$ cat src/design/imhq_ram.sv
// Generic single-write, single-read RAM with a registered read port.
// Standalone; instanced by the top level for slot and id storage.
module imhq_ram #(
  parameter int WIDTH = 8,
  parameter int DEPTH = 16
) (
  input  logic                     clk_i,
  input  logic                     we_i,
  input  logic [$clog2(DEPTH)-1:0] waddr_i,
  input  logic [WIDTH-1:0]         wdata_i,
  input  logic [$clog2(DEPTH)-1:0] raddr_i,
  output logic [WIDTH-1:0]         rdata_o
);

  logic [WIDTH-1:0] mem_q [DEPTH];
  logic [WIDTH-1:0] rdata_q;

  // Write, then register the read word
  always_ff @(posedge clk_i) begin
    if (we_i) begin
      mem_q[waddr_i] <= wdata_i;
    end
    rdata_q <= mem_q[raddr_i];
  end

  assign rdata_o = rdata_q;

endmodule

$ cat config.mk
export PLATFORM = sky130hd
export DESIGN_NAME = imhq_ram
export DESIGN_NICKNAME = d
export VERILOG_FILES = /design/src/design/imhq_ram.sv
export SDC_FILE = /design/constraint.sdc
export NUM_CORES = 1
export LEC_CHECK = 0
export BUFFER_PORTS_ARGS = -buffer_cell sky130_fd_sc_hd__clkbuf_2
export CORE_AREA = 4 4 102 104
export CTS_CLUSTER_DIAMETER = 100
export CTS_CLUSTER_SIZE = 12
export DETAILED_ROUTE_END_ITERATION = 12
export DIE_AREA = 0 0 106 108
export PLACE_DENSITY = 0.74
export SYNTH_ARGS = -nofsm -noshare
export SYNTH_HDL_FRONTEND = slang
export SYNTH_SLANG_ARGS = --single-unit
$ cat constraint.sdc
create_clock -name clk_i -period 2.6 [get_ports clk_i]
set_input_delay 0.52 -clock clk_i [delete_from_list [all_inputs] [get_ports clk_i]]
set_output_delay 0.52 -clock clk_i [all_outputs]
set_load 0.005 [all_outputs]
## Yosys cells after proc, flatten, opt, wreduce, memory -nomap -nowiden

Memory sizes are Yosys's and may differ from the RTL's. A register that Yosys moved wholly into a read port is not among the register bits.
Index checks and enable logic that the tools add are counted.

- Memories kept: 1
- Word-level logic and storage cells: 3
- Bits in writable memories: 128
- Register bits after elaboration: 0
- Output and inout port bits: 8

- Muxes and demuxes: 2

Memories:

| name | depth | width | read ports | clocked after Yosys merged registers in | write ports | line | RTL |
|---|---|---|---|---|---|---|---|
| mem_q | 16 | 8 | 1 | 1 | 1 | 15 | `logic [WIDTH-1:0] mem_q [DEPTH];` |

Operators with widths:

| operator | number |
|---|---|
| two-way mux 1 bit | 2 |

## Logic depth before layout (Yosys ltp)

- Depth after elaboration: 2
- Depth in mapped cells: 5
- Gate-level depth less buffers: 3

## Least setup slack after synthesis

OpenSTA, ideal clock, no wires.

- Path kind: input to register
- Start point: in waddr_i[2]
- End point: mem mem_q[0][0], enable pin
- Arrival time: 1630 ps
- Setup slack: 587 ps
- Stages: 2
- Data required time: 2217 ps
- Cells stage by stage: or3b_2 > nor3_1

RTL lines:

| element | line | RTL |
|---|---|---|
| from (decl) | 9 | `input logic [$clog2(DEPTH)-1:0] waddr_i,` |
| to (decl) | 15 |  |

No word-level cell before the write port.

==> impl_metrics.ini <==
[critical_path]
crit_fanout = 9
slowest_delay_ns = 0.63
crit_buf_inv = 2
crit_slowest_cell = mux4_1
crit_family = multiplexers
start_kind = input pin
worstPathCellList = clkbuf_2 -> buf_4 -> mux4_1 -> a22oi_1 -> nand2_1
worst_setup_path_end_kind = flip-flop
criticalPathCategory = in -> reg
arrival_ns = 2.10
required_ns = 3.00

[floorplanning]
die_w_um = 106
pin_count = 26
dieArea_um2 = 11400
row_count = 36
die_y_um = 108
start_util_pct = 53.9
design.core.area_um2 = 9550

[placement]
dp_cells = 398
dp_hpwl_um = 6540
place_area_um2 = 5540
gp_congestion = 0.829
post-place-ws_ns = 0.334
portBuffers = 25

[detailed_routing]
wl_per_cell_um = 24.2
firstDrtPassIters = 5
drt-total-wl_um = 10400
detail-route-antenna-nets = 0
vias_per_cell = 5.85
drc = 0
first_iter_violations = 222
vias = 2514

[sta]
setup_tns_ns = 0
clock_skew_ns = 0.00617
tightest_slew_ns = 0.857
period_needed_ns = 1.70
finalHoldViolations = 0
rsz0062_at_grt = no
fin_ws_ns = 0.901
finalSetupViolCount = 0
timing.final.max_slew_violations = 0
slew_headroom_pct = 42.8
max_freq_mhz = 588
timing.final.crit_share_pct = 65.4

[synthesis]
synth_most_common_cell = edfxtp_1
synth_fp_nets = 247
synthFlopType = edfxtp_1
ys_async_sr_fraction_pct = 0
yosys_warnings = 0
synth_edf_count = 128
ys_seq_area_share_pct = 77.8
synthTopCellsByArea = edfxtp_1, mux4_2, mux4_1, dfxtp_1, a22oi_1
syn_avg_cell_area_um2 = 22.5
synth-seq-cells = 136
syn-instance-count = 229
ys_top_cells_by_count = edfxtp_1, mux4_2, a22oi_1
yosys.area.top_type_share_pct = 74.7
yosys.cell_types.count = 19
synth_top_cell_by_area = edfxtp_1
synth_area_um2 = 5150

[clock_tree]
cts_tree = done
ctsResizeCount = 0
cts_max_path_buffers = 2
htreeDepth = 4
clkSlewWorstSetupHoldPaths_ns = 0.06
cts_made_buffers = 17
clkSinkCount = 136
cts_root_buffer = clkbuf_8
cts_setup_buffers = 0
holdBufCountCts = 0
clock_latency_ns = 0.52

[layout]
area.growth.synth_to_final_pct = 18.7
fill_cells = 664
drive_above_1_share_pct = 32.3
design_area_um2 = 6110
diodes = 0
final_cells = 430
fin_nets = 302

[power_and_ir_drop]
p_sw_uw = 1030
power_density_nw_per_um2 = 816
p_leak_uw = 0.00209
clockPowerShare_pct = 45.9
switching_share_pct = 20.6
comb_power_share_pct = 4.6
p_int_uw = 3960
power_frac_seq_pct = 49.5
ir_drop_v = 0.000495

[grt]
grt.total_usage_pct = 20.0
grt-ovfl-total = 0
grt_max_degree = 33
grt_first_pass_wirelength_um = 15900
antenna_found_initial = 0
grt_pass1_vias = 2572

[run_status]
status = completed

[flow_run]
maxCapViolations = 0

[worst_hold_path]
hold_path.class = in -> reg
==> worst reg2reg max path: stages, from the launching register on <==
cell      delay (ns)
edfxtp_1        0.37
mux4_1          0.58
a22oi_1         0.31
nand2_1         0.09
==> worst paths after layout <==
kind                                     end         start  cells after the start  slack (ns)
worst max-delay path              rdata_o[0]    raddr_i[0]                      5        0.90
worst min-delay path            mem_q[12][0]    waddr_i[1]                      2        0.43
worst max register to register    rdata_o[0]   mem_q[5][0]                      3        1.13
worst min register to register    rdata_o[0]  mem_q[14][0]                      3        0.68
==> power by group through the flow <==
stage                     Clock (uW)  Combinational, uW  Sequential, uW
after floorplan                    0                124            2510
after global placement             0                228            2510
after detailed placement           0                234            2510
after CTS                       2320                236            2470
after global routing            2430                251            2470
final                           2290                231            2470
==> layer usage <==
metal  vias up  part of all wire, %  global-route usage, %
met1      1286                   41                   27.4
met3        18                  8.3                   5.73
met5         -                    0                      0
met4         0                  1.9                   8.23
li1       1084                    -                      -
met2       126                   49                   30.9
==> cells by family (layout without fill, tap and decap cells) <==
group / count (synthesis) / in the layout / synth area share [%]
compound gates: 16 / 16 / 2.33
buf+inv: 10 / 78 / 1.68
flops: 136 / 136 / 77.8
mux: 32 / 32 / 15.0
simple gates: 35 / 35 / 3.18
==> state kept, by name, indices dropped and copies added (netlist names) <==
signal and flops:
mem_q 128, rdata_o 8
==> cell usage in the layout, fill, tap and decap left out, drive strengths merged <==
cell	count
nor3	4
clkinv	6
and2b	1
nand3	1
and2	1
clkbuf	45
mux4	32
nand2b	2
bufinv	2
nand2	9
edfxtp	128
clkinvlp	4
dfxtp	8
nand3b	2
nor2	13
nor2b	1
or3b	1
buf	21
a22oi	16
==> cell type report <==
cell class,instances,area (um2),share of cell area (%)
sequential,136,4000,65.5
multi-input combinational,83,1060,17.3
clock buffer,20,445,7.29
timing repair buffer,46,308,5.04
tap,133,166,2.72
clock inverter,12,128,2.09
==> metrics by stage <==
stage               utilization [%]  hold WS, ns  power [uW]
global placement               58.0        0.656        2740
CTS                            64.0        0.407        5020
floorplan                         -        0.619        2630
global route                   64.0        0.433        5150
detailed placement             58.0        0.663        2750
finish                         64.0        0.429        4990
Note: power is estimated with default switching activity, not from simulation.
